--- src/hw/rtl/ncpu_pkg.sv ---
// Shared types and constants for the accumulator CPU step unit.
// Holds opcodes, item modes, status codes, micro-step codes and the control word.
// No dependencies.
package ncpu_pkg;

  // Memory depth. It must be a power of two so that the low address bits
  // give the word index.
  localparam int MEM_WORDS = 256;
  localparam int MEM_AW    = $clog2(MEM_WORDS);

  // Item modes
  localparam logic [1:0] MODE_WRITE   = 2'd0;
  localparam logic [1:0] MODE_READ    = 2'd1;
  localparam logic [1:0] MODE_EXEC    = 2'd2;
  localparam logic [1:0] MODE_RESTART = 2'd3;

  // Result status codes
  localparam logic [1:0] STAT_RUN   = 2'd0;
  localparam logic [1:0] STAT_HALT  = 2'd1;
  localparam logic [1:0] STAT_FAULT = 2'd2;

  // Opcodes, matched on the whole byte
  localparam logic [7:0] OP_NOP = 8'h00;
  localparam logic [7:0] OP_STA = 8'h10;
  localparam logic [7:0] OP_LDA = 8'h20;
  localparam logic [7:0] OP_ADD = 8'h30;
  localparam logic [7:0] OP_SUB = 8'h31;
  localparam logic [7:0] OP_OR  = 8'h40;
  localparam logic [7:0] OP_AND = 8'h50;
  localparam logic [7:0] OP_NOT = 8'h60;
  localparam logic [7:0] OP_JMP = 8'h80;
  localparam logic [7:0] OP_JMN = 8'h90;
  localparam logic [7:0] OP_JMZ = 8'hA0;
  localparam logic [7:0] OP_HLT = 8'hF0;

  // Micro-step addresses
  localparam logic [3:0] U_WR   = 4'd0;
  localparam logic [3:0] U_RD0  = 4'd1;
  localparam logic [3:0] U_RD1  = 4'd2;
  localparam logic [3:0] U_X0   = 4'd3;
  localparam logic [3:0] U_X1   = 4'd4;
  localparam logic [3:0] U_X2   = 4'd5;
  localparam logic [3:0] U_ST   = 4'd6;
  localparam logic [3:0] U_AL   = 4'd7;
  localparam logic [3:0] U_JP   = 4'd8;
  localparam logic [3:0] U_HLT  = 4'd9;
  localparam logic [3:0] U_FLT  = 4'd10;
  localparam logic [3:0] U_RS   = 4'd11;
  localparam logic [3:0] U_END  = 4'd12;

  // Memory address sources
  localparam logic [2:0] AS_IN   = 3'd0;
  localparam logic [2:0] AS_PC   = 3'd1;
  localparam logic [2:0] AS_PC1  = 3'd2;
  localparam logic [2:0] AS_MEMQ = 3'd3;
  localparam logic [2:0] AS_OPND = 3'd4;

  // Write data sources
  localparam logic WS_DATA = 1'b0;
  localparam logic WS_ACC  = 1'b1;

  // Accumulator actions
  localparam logic [1:0] ACC_HOLD = 2'd0;
  localparam logic [1:0] ACC_ALU  = 2'd1;
  localparam logic [1:0] ACC_ZERO = 2'd2;

  // PC actions
  localparam logic [1:0] PC_HOLD   = 2'd0;
  localparam logic [1:0] PC_INC2   = 2'd1;
  localparam logic [1:0] PC_BRANCH = 2'd2;
  localparam logic [1:0] PC_ZERO   = 2'd3;

  // Sequencer jump kinds
  localparam logic [1:0] J_NEXT   = 2'd0;
  localparam logic [1:0] J_STOP   = 2'd1;
  localparam logic [1:0] J_DECODE = 2'd2;

  typedef struct packed {
    logic [2:0] addr_sel;
    logic       mem_rd;
    logic       mem_we;
    logic       wr_sel;
    logic       ir_ld;
    logic       opnd_ld;
    logic       rd_ld;
    logic [1:0] acc_op;
    logic [1:0] pc_op;
    logic       set_halt;
    logic       set_fault;
    logic       clr_marks;
    logic [1:0] jmp;
    logic [3:0] target;
    logic       done;
  } ncpu_uword_t;

  // Datapath state seen by the sequencer
  typedef struct packed {
    logic       stopped;
    logic [7:0] ir;
  } ncpu_dstat_t;

endpackage

--- src/hw/rtl/ncpu_seq.sv ---
// Microcode sequencer: step counter, control ROM and jump logic.
// Depends on ncpu_pkg.
module ncpu_seq (
  input  logic                 clk,
  input  logic                 rst_n,
  input  logic                 go,
  input  logic [1:0]           go_mode,
  input  ncpu_pkg::ncpu_dstat_t dstat,
  output ncpu_pkg::ncpu_uword_t ctl,
  output logic                 busy
);

  logic       busy_r, busy_nxt;
  logic [3:0] upc_r, upc_nxt;
  ncpu_pkg::ncpu_uword_t uw;

  function automatic ncpu_pkg::ncpu_uword_t rom(input logic [3:0] a);
    ncpu_pkg::ncpu_uword_t w;
    w = '0;
    case (a)
      ncpu_pkg::U_WR: begin
        w.addr_sel = ncpu_pkg::AS_IN;
        w.mem_we   = 1'b1;
        w.wr_sel   = ncpu_pkg::WS_DATA;
        w.done     = 1'b1;
      end
      ncpu_pkg::U_RD0: begin
        w.addr_sel = ncpu_pkg::AS_IN;
        w.mem_rd   = 1'b1;
        w.jmp      = ncpu_pkg::J_NEXT;
      end
      ncpu_pkg::U_RD1: begin
        w.rd_ld = 1'b1;
        w.done  = 1'b1;
      end
      ncpu_pkg::U_X0: begin
        w.addr_sel = ncpu_pkg::AS_PC;
        w.mem_rd   = 1'b1;
        w.jmp      = ncpu_pkg::J_STOP;
        w.target   = ncpu_pkg::U_END;
      end
      ncpu_pkg::U_X1: begin
        w.ir_ld    = 1'b1;
        w.addr_sel = ncpu_pkg::AS_PC1;
        w.mem_rd   = 1'b1;
        w.jmp      = ncpu_pkg::J_NEXT;
      end
      ncpu_pkg::U_X2: begin
        w.opnd_ld  = 1'b1;
        w.addr_sel = ncpu_pkg::AS_MEMQ;
        w.mem_rd   = 1'b1;
        w.jmp      = ncpu_pkg::J_DECODE;
      end
      ncpu_pkg::U_ST: begin
        w.addr_sel = ncpu_pkg::AS_OPND;
        w.mem_we   = 1'b1;
        w.wr_sel   = ncpu_pkg::WS_ACC;
        w.pc_op    = ncpu_pkg::PC_INC2;
        w.done     = 1'b1;
      end
      ncpu_pkg::U_AL: begin
        w.acc_op = ncpu_pkg::ACC_ALU;
        w.pc_op  = ncpu_pkg::PC_INC2;
        w.done   = 1'b1;
      end
      ncpu_pkg::U_JP: begin
        w.pc_op = ncpu_pkg::PC_BRANCH;
        w.done  = 1'b1;
      end
      ncpu_pkg::U_HLT: begin
        w.set_halt = 1'b1;
        w.done     = 1'b1;
      end
      ncpu_pkg::U_FLT: begin
        w.set_fault = 1'b1;
        w.done      = 1'b1;
      end
      ncpu_pkg::U_RS: begin
        w.acc_op    = ncpu_pkg::ACC_ZERO;
        w.pc_op     = ncpu_pkg::PC_ZERO;
        w.clr_marks = 1'b1;
        w.done      = 1'b1;
      end
      default: begin
        w.done = 1'b1;
      end
    endcase
    return w;
  endfunction

  function automatic logic [3:0] mode_entry(input logic [1:0] m);
    case (m)
      ncpu_pkg::MODE_WRITE: return ncpu_pkg::U_WR;
      ncpu_pkg::MODE_READ:  return ncpu_pkg::U_RD0;
      ncpu_pkg::MODE_EXEC:  return ncpu_pkg::U_X0;
      default:              return ncpu_pkg::U_RS;
    endcase
  endfunction

  function automatic logic [3:0] decode(input logic [7:0] op);
    case (op)
      ncpu_pkg::OP_NOP, ncpu_pkg::OP_JMP,
      ncpu_pkg::OP_JMN, ncpu_pkg::OP_JMZ: return ncpu_pkg::U_JP;
      ncpu_pkg::OP_STA:                   return ncpu_pkg::U_ST;
      ncpu_pkg::OP_LDA, ncpu_pkg::OP_ADD, ncpu_pkg::OP_SUB,
      ncpu_pkg::OP_OR,  ncpu_pkg::OP_AND, ncpu_pkg::OP_NOT: return ncpu_pkg::U_AL;
      ncpu_pkg::OP_HLT:                   return ncpu_pkg::U_HLT;
      default:                            return ncpu_pkg::U_FLT;
    endcase
  endfunction

  assign uw = rom(upc_r);

  always_comb begin
    busy_nxt = busy_r;
    upc_nxt  = upc_r;
    if (!busy_r) begin
      if (go) begin
        busy_nxt = 1'b1;
        upc_nxt  = mode_entry(go_mode);
      end
    end else if (uw.done) begin
      busy_nxt = 1'b0;
    end else begin
      case (uw.jmp)
        ncpu_pkg::J_STOP:   upc_nxt = dstat.stopped ? uw.target : upc_r + 4'd1;
        ncpu_pkg::J_DECODE: upc_nxt = decode(dstat.ir);
        default:            upc_nxt = upc_r + 4'd1;
      endcase
    end
  end

  always_ff @(posedge clk) begin
    if (!rst_n) begin
      busy_r <= 1'b0;
      upc_r  <= ncpu_pkg::U_WR;
    end else begin
      busy_r <= busy_nxt;
      upc_r  <= upc_nxt;
    end
  end

  assign ctl  = busy_r ? uw : '0;
  assign busy = busy_r;

endmodule

--- src/hw/rtl/ncpu_dp.sv ---
// Datapath: word memory with clearing pass, AC, PC, IR, operand and stop marks.
// Depends on ncpu_pkg; driven by the control word from ncpu_seq.
module ncpu_dp (
  input  logic                  clk,
  input  logic                  rst_n,
  input  ncpu_pkg::ncpu_uword_t ctl,
  input  logic [7:0]            item_addr,
  input  logic [7:0]            item_wdata,
  output ncpu_pkg::ncpu_dstat_t dstat,
  output logic                  clearing,
  output logic [7:0]            acc,
  output logic [7:0]            pc,
  output logic [7:0]            rdata,
  output logic                  halted,
  output logic                  fault
);

  logic [7:0] mem [ncpu_pkg::MEM_WORDS];
  logic [7:0] mem_q_r;

  logic                      clr_busy_r;
  logic [ncpu_pkg::MEM_AW-1:0] clr_cnt_r;

  logic [7:0] acc_r, acc_nxt;
  logic [7:0] pc_r, pc_nxt;
  logic [7:0] ir_r, opnd_r, rd_r;
  logic       halt_r, halt_nxt, fault_r, fault_nxt;

  logic [7:0] maddr;
  logic [7:0] wdata;
  logic [7:0] alu_y;
  logic       taken;

  always_comb begin
    case (ctl.addr_sel)
      ncpu_pkg::AS_PC:   maddr = pc_r;
      ncpu_pkg::AS_PC1:  maddr = pc_r + 8'd1;
      ncpu_pkg::AS_MEMQ: maddr = mem_q_r;
      ncpu_pkg::AS_OPND: maddr = opnd_r;
      default:           maddr = item_addr;
    endcase
  end

  assign wdata = (ctl.wr_sel == ncpu_pkg::WS_ACC) ? acc_r : item_wdata;

  // Single port: the clearing pass owns the write side until it ends
  always_ff @(posedge clk) begin
    if (clr_busy_r) begin
      mem[clr_cnt_r] <= 8'h00;
    end else if (ctl.mem_we) begin
      mem[maddr[ncpu_pkg::MEM_AW-1:0]] <= wdata;
    end
    if (ctl.mem_rd) begin
      mem_q_r <= mem[maddr[ncpu_pkg::MEM_AW-1:0]];
    end
  end

  always_ff @(posedge clk) begin
    if (!rst_n) begin
      clr_busy_r <= 1'b1;
      clr_cnt_r  <= '0;
    end else if (clr_busy_r) begin
      clr_cnt_r <= clr_cnt_r + 1'b1;
      if (clr_cnt_r == ncpu_pkg::MEM_AW'(ncpu_pkg::MEM_WORDS - 1)) begin
        clr_busy_r <= 1'b0;
      end
    end
  end

  always_comb begin
    case (ir_r)
      ncpu_pkg::OP_ADD: alu_y = acc_r + mem_q_r;
      ncpu_pkg::OP_SUB: alu_y = acc_r - mem_q_r;
      ncpu_pkg::OP_OR:  alu_y = acc_r | mem_q_r;
      ncpu_pkg::OP_AND: alu_y = acc_r & mem_q_r;
      ncpu_pkg::OP_NOT: alu_y = ~acc_r;
      default:          alu_y = mem_q_r;
    endcase
  end

  // Jumps test AC as it stands when the instruction starts
  always_comb begin
    case (ir_r)
      ncpu_pkg::OP_JMP: taken = 1'b1;
      ncpu_pkg::OP_JMN: taken = acc_r[7];
      ncpu_pkg::OP_JMZ: taken = (acc_r == 8'h00);
      default:          taken = 1'b0;
    endcase
  end

  always_comb begin
    case (ctl.acc_op)
      ncpu_pkg::ACC_ALU:  acc_nxt = alu_y;
      ncpu_pkg::ACC_ZERO: acc_nxt = 8'h00;
      default:            acc_nxt = acc_r;
    endcase
    case (ctl.pc_op)
      ncpu_pkg::PC_INC2:   pc_nxt = pc_r + 8'd2;
      ncpu_pkg::PC_BRANCH: pc_nxt = taken ? opnd_r : pc_r + 8'd2;
      ncpu_pkg::PC_ZERO:   pc_nxt = 8'h00;
      default:             pc_nxt = pc_r;
    endcase
    halt_nxt  = (halt_r & ~ctl.clr_marks) | ctl.set_halt;
    fault_nxt = (fault_r & ~ctl.clr_marks) | ctl.set_fault;
  end

  always_ff @(posedge clk) begin
    if (!rst_n) begin
      acc_r   <= 8'h00;
      pc_r    <= 8'h00;
      halt_r  <= 1'b0;
      fault_r <= 1'b0;
    end else begin
      acc_r   <= acc_nxt;
      pc_r    <= pc_nxt;
      halt_r  <= halt_nxt;
      fault_r <= fault_nxt;
    end
  end

  always_ff @(posedge clk) begin
    if (ctl.ir_ld)   ir_r   <= mem_q_r;
    if (ctl.opnd_ld) opnd_r <= mem_q_r;
    if (ctl.rd_ld)   rd_r   <= mem_q_r;
  end

  assign dstat.stopped = halt_r | fault_r;
  assign dstat.ir      = ir_r;
  assign clearing      = clr_busy_r;
  assign acc           = acc_r;
  assign pc            = pc_r;
  assign rdata         = rd_r;
  assign halted        = halt_r;
  assign fault         = fault_r;

endmodule

--- src/hw/rtl/accumulator_cpu_step_unit.sv ---
// Top level of the 8-bit accumulator CPU step unit.
// Instantiates ncpu_seq and ncpu_dp; uses ncpu_pkg.

// Each input beat is one operation on a small accumulator machine with one
// 256-word memory: write a word, read a word, execute one instruction, or
// restart (AC, PC and the stop marks cleared, memory kept). Every beat gives
// one result beat with AC, PC, flags and status after the operation. Work is
// done by a microprogram on a one-port memory with a registered read, so the
// number of micro-steps sets the rate: write 1, read 2, restart 1, execute 4
// (opcode fetch, operand fetch, data read, retire with any store write; 2
// when the machine is stopped). The result then waits as pending until the
// output register can take it. The next beat is taken while a result still
// waits in the output register. After reset a clearing pass zeroes the
// memory, one word a cycle; in_ready stays low until it ends.
module accumulator_cpu_step_unit (
  input  logic       clk,
  input  logic       rst_n,
  input  logic       in_valid,
  output logic       in_ready,
  input  logic [1:0] in_mode,
  input  logic [7:0] in_address,
  input  logic [7:0] in_write_data,
  output logic       out_valid,
  input  logic       out_ready,
  output logic [7:0] out_read_data,
  output logic [7:0] out_accumulator,
  output logic [7:0] out_program_counter,
  output logic       out_zero_flag,
  output logic       out_negative_flag,
  output logic [1:0] out_status
);

  ncpu_pkg::ncpu_uword_t ctl;
  ncpu_pkg::ncpu_dstat_t dstat;

  logic       busy, clearing;
  logic [7:0] acc, pc, rdata;
  logic       halted, fault;

  logic       in_fire, slot_free, load_out;
  logic [1:0] mode_r;
  logic [7:0] addr_r, wdata_r;
  logic       pend_r, pend_nxt;
  logic       out_valid_r, out_valid_nxt;
  logic [7:0] out_rd_r, out_acc_r, out_pc_r;
  logic [1:0] out_stat_r;

  // A result is pending once the microprogram retires; it moves to the
  // output register as soon as that register is empty or being drained.
  assign slot_free = ~out_valid_r | out_ready;
  assign load_out  = pend_r & slot_free;
  assign in_ready  = ~busy & ~clearing & (~pend_r | slot_free);
  assign in_fire   = in_valid & in_ready;

  // Hold the item fields for the whole microprogram
  always_ff @(posedge clk) begin
    if (in_fire) begin
      mode_r  <= in_mode;
      addr_r  <= in_address;
      wdata_r <= in_write_data;
    end
  end

  ncpu_seq u_seq (
    .clk     (clk),
    .rst_n   (rst_n),
    .go      (in_fire),
    .go_mode (in_mode),
    .dstat   (dstat),
    .ctl     (ctl),
    .busy    (busy)
  );

  ncpu_dp u_dp (
    .clk        (clk),
    .rst_n      (rst_n),
    .ctl        (ctl),
    .item_addr  (addr_r),
    .item_wdata (wdata_r),
    .dstat      (dstat),
    .clearing   (clearing),
    .acc        (acc),
    .pc         (pc),
    .rdata      (rdata),
    .halted     (halted),
    .fault      (fault)
  );

  always_comb begin
    pend_nxt = pend_r;
    if (load_out) pend_nxt = 1'b0;
    if (ctl.done) pend_nxt = 1'b1;
    out_valid_nxt = out_valid_r;
    if (out_valid_r && out_ready) out_valid_nxt = 1'b0;
    if (load_out)                 out_valid_nxt = 1'b1;
  end

  always_ff @(posedge clk) begin
    if (!rst_n) begin
      pend_r      <= 1'b0;
      out_valid_r <= 1'b0;
    end else begin
      pend_r      <= pend_nxt;
      out_valid_r <= out_valid_nxt;
    end
  end

  // Snapshot the architectural state; read data shows only for reads
  always_ff @(posedge clk) begin
    if (load_out) begin
      out_rd_r   <= (mode_r == ncpu_pkg::MODE_READ) ? rdata : 8'h00;
      out_acc_r  <= acc;
      out_pc_r   <= pc;
      out_stat_r <= fault  ? ncpu_pkg::STAT_FAULT :
                    halted ? ncpu_pkg::STAT_HALT  : ncpu_pkg::STAT_RUN;
    end
  end

  assign out_valid           = out_valid_r;
  assign out_read_data       = out_rd_r;
  assign out_accumulator     = out_acc_r;
  assign out_program_counter = out_pc_r;
  assign out_zero_flag       = (out_acc_r == 8'h00);
  assign out_negative_flag   = out_acc_r[7];
  assign out_status          = out_stat_r;

  // An accepted beat starts the microprogram
  a_start: assert property (@(posedge clk) disable iff (!rst_n)
    in_fire |=> busy)
    else $error("accepted beat did not start the sequencer");

  // A retiring step always leaves a pending result
  a_retire: assert property (@(posedge clk) disable iff (!rst_n)
    ctl.done |=> pend_r)
    else $error("retired item left no pending result");

  // A pending result is not dropped while the output register is blocked
  a_keep: assert property (@(posedge clk) disable iff (!rst_n)
    (pend_r && out_valid_r && !out_ready) |=> pend_r)
    else $error("pending result lost under back-pressure");

  // The sequencer never runs during the clearing pass
  a_clear: assert property (@(posedge clk) disable iff (!rst_n)
    clearing |-> !busy)
    else $error("sequencer active during memory clear");

endmodule

--- config.mk ---
export PLATFORM = sky130hd
export DESIGN_NAME = accumulator_cpu_step_unit
export DESIGN_NICKNAME = d
export VERILOG_FILES = /design/src/hw/rtl/ncpu_pkg.sv /design/src/hw/rtl/ncpu_seq.sv /design/src/hw/rtl/ncpu_dp.sv /design/src/hw/rtl/accumulator_cpu_step_unit.sv
export SDC_FILE = /design/constraint.sdc
export NUM_CORES = 2
export LEC_CHECK = 0
export ABC_AREA = 1
export BUFFER_PORTS_ARGS = -buffer_cell sky130_fd_sc_hd__buf_2
export CAP_MARGIN = 25
export CORE_MARGIN = 5
export CORE_UTILIZATION = 45
export DETAILED_ROUTE_END_ITERATION = 7
export SLEW_MARGIN = 20
export SYNTH_ARGS = -nofsm -noshare
export SYNTH_HDL_FRONTEND = slang
export SYNTH_HIERARCHICAL = 1
export SYNTH_SLANG_ARGS = --single-unit
--- constraint.sdc ---
create_clock -name clk -period 15.6 [get_ports clk]
set_clock_uncertainty 0.1 [all_clocks]
set_input_delay 3.12 -clock clk [delete_from_list [all_inputs] [get_ports clk]]
set_output_delay 3.12 -clock clk [all_outputs]
set_load 0.02 [all_outputs]
==> impl_metrics.ini <==
[clock_tree]
cts_hold_buffers = 0
h-tree-depth = 4
ctsLongestPathBuffers = 3
clkLatencyLatePin_ps = 870
cts_resized = 0
cts_tree = done
clkSinkCount = 2158
postCtsSetupRepairBufs = 0
root_buffer = clkbuf_16
cts-buffers-inserted = 221
path_clk_slew_ps = 60

[setup_path]
crit_required_ps = 16100
cp_cell_sequence = inv_2 -> nor2_4 -> nand2_1 -> ha_1 -> nor2_1 -> o21ai_0 -> nand2_2 -> nand2_1 -> inv_2 -> nand2_8 -> nand2_8 -> buf_4 -> buf_4 -> buf_4 -> nand2_1 -> nand3_1 -> nand3_1 -> nand3_1 -> nand3_1 -> nand3_1 -> nand3_1 -> nand3_1 -> nand2_1
cpLargestDelayFamily = simple AND/OR/NAND/NOR gates
cp_num_buf_inv = 5
critPathMostFrequentCell = nand3_1
slowest_stage = buf_4
slowest_delay_ps = 890
crit_type = register to register
worst_setup_path_start_kind = register
worst_ep_arrival_time_ps = 8540
end_kind = register
crit_fanout = 108

[global_route]
grt_use_met3 = 0.0384
use_met2 = 0.377
grt_pass1_vias = 62000
grt_pass1_wl_um = 405000
antenna_found_initial = 12
overflow = 0
track_usage = 0.240
grt_start_max_net_pins = 195
grtUsageMet1 = 0.334
grt-busiest-layer = met2

[route]
drt_iter0_drc = 7546
vias = 65100
wl_per_cell_um = 23.5
drtPass1Iterations = 7
drt.antenna.violating_nets = 0
drc = 0
drt_wl_total_um = 273000
via_per_inst = 5.61

[layout]
layout_commonest_cell = edfxtp_1
largest_reg_flops = 2048
final_net_count = 8641
syn2layout_area_growth_pct = 10.2
top_register = u_dp/mem
fillers = 18900
drive_gt1_frac = 0.0647
layout_common_cells = edfxtp_1, nand2_1, nand3_1
finalNonFillerCells = 11600

[pwr]
p_per_area_nw_per_um2 = 110
total_power_uw = 11600
p_leak_uw = 0.0402
irDropWorstVdd_v = 0.000118

[floorplan]
die-area_sq_um = 221000
fp.dieH_um = 470
initial_core_util = 0.451
core_sq_um = 211000
dieWidth_um = 470
io_pins = 52
row_count = 169

[synth]
synth_nets = 8804
yosys_warnings = 6
netlist_instances = 8760
synth_area_per_cell_sq_um = 10.9
syn_area_sq_um = 95300

[run_status]
status = complete, no violations

[sta]
max_freq_ghz = 0.125
setup_total_negative_slack_ps = 0
period_minus_slack_ps = 8030
hold_viol_final = 0
relSlewSlack = 0.0979
post-route-period-util = 0.515
setup_viol = 0
rsz0062_at_grt = false
maxSlewViolCount = 0
worst_pin_slew_ps = 1350

[flow_run]
cap_violations = 0

[placement]
dp.cells = 11200
gp_congestion = 0.902
port_buffers = 51
hpwl_um = 151000

[min_path]
hold_path.class = register to register
[worst reg2reg max path, delay by kind of cell (launching register included)]
family | cells | cell delay (ps)
AO/OA/AOI/OAI | 1 | 160
buffers and inverters | 5 | 2830
adder cells (fa/ha/maj) | 1 | 240
flip-flops | 1 | 470
AND/OR/NAND/NOR | 16 | 3990
[through the flow]
stage	util	cell area [sq um]	hold WS, ps	setup slack (ps)
final	0.497	105000	390	7570
after global routing	0.497	105000	409	7170
after CTS	0.496	105000	393	7760
after detailed placement	0.462	97700	382	7760
after global placement	0.462	97700	367	7720
after floorplan	-	95300	345	1370
[final timing paths]
check                                                  from                   endpoint  slack, ps  depth (start not counted)
worst max-delay path            u_seq/upc_r[2]$_SDFFE_PN0P_  u_dp/mem_q_r[1]$_DFFE_PP_       7570                         23
worst min-delay path                    pend_r$_SDFFE_PN0P_        pend_r$_SDFFE_PN0P_        390                          2
worst max register to register  u_seq/upc_r[2]$_SDFFE_PN0P_  u_dp/mem_q_r[1]$_DFFE_PP_       7570                         23
worst min register to register          pend_r$_SDFFE_PN0P_        pend_r$_SDFFE_PN0P_        390                          2
[routing by layer]
metal | part of all wire | wire length, um
met2 | 0.46 | 125000
met5 | 0.000029 | 8
met4 | 0.044 | 11900
met3 | 0.084 | 22900
met1 | 0.41 | 112000
[final cells by class]
| type | instances | area [sq um] | area share |
|---|---|---|---|
| Multi-Input combinational cell | 4941 | 24300 | 0.232 |
| Tap cell | 2821 | 3530 | 0.0336 |
| Antenna cell | 7 | 17.5 | 0.000167 |
| Clock buffer | 265 | 5800 | 0.0552 |
| Sequential cell | 2158 | 64500 | 0.614 |
| Timing Repair Buffer | 168 | 1260 | 0.0120 |
| Clock inverter | 151 | 1430 | 0.0137 |
| Inverter | 1107 | 4170 | 0.0397 |
[report_power, final]
part | switching, uW | total [uW] | internal (uW)
clock network | 2260 | 5260 | 3000
registers | 1.84 | 6280 | 6280
logic | 37.6 | 46.3 | 8.70
total | 2300 | 11600 | 9280
No activity file was read; power rests on OpenSTA's default activity.
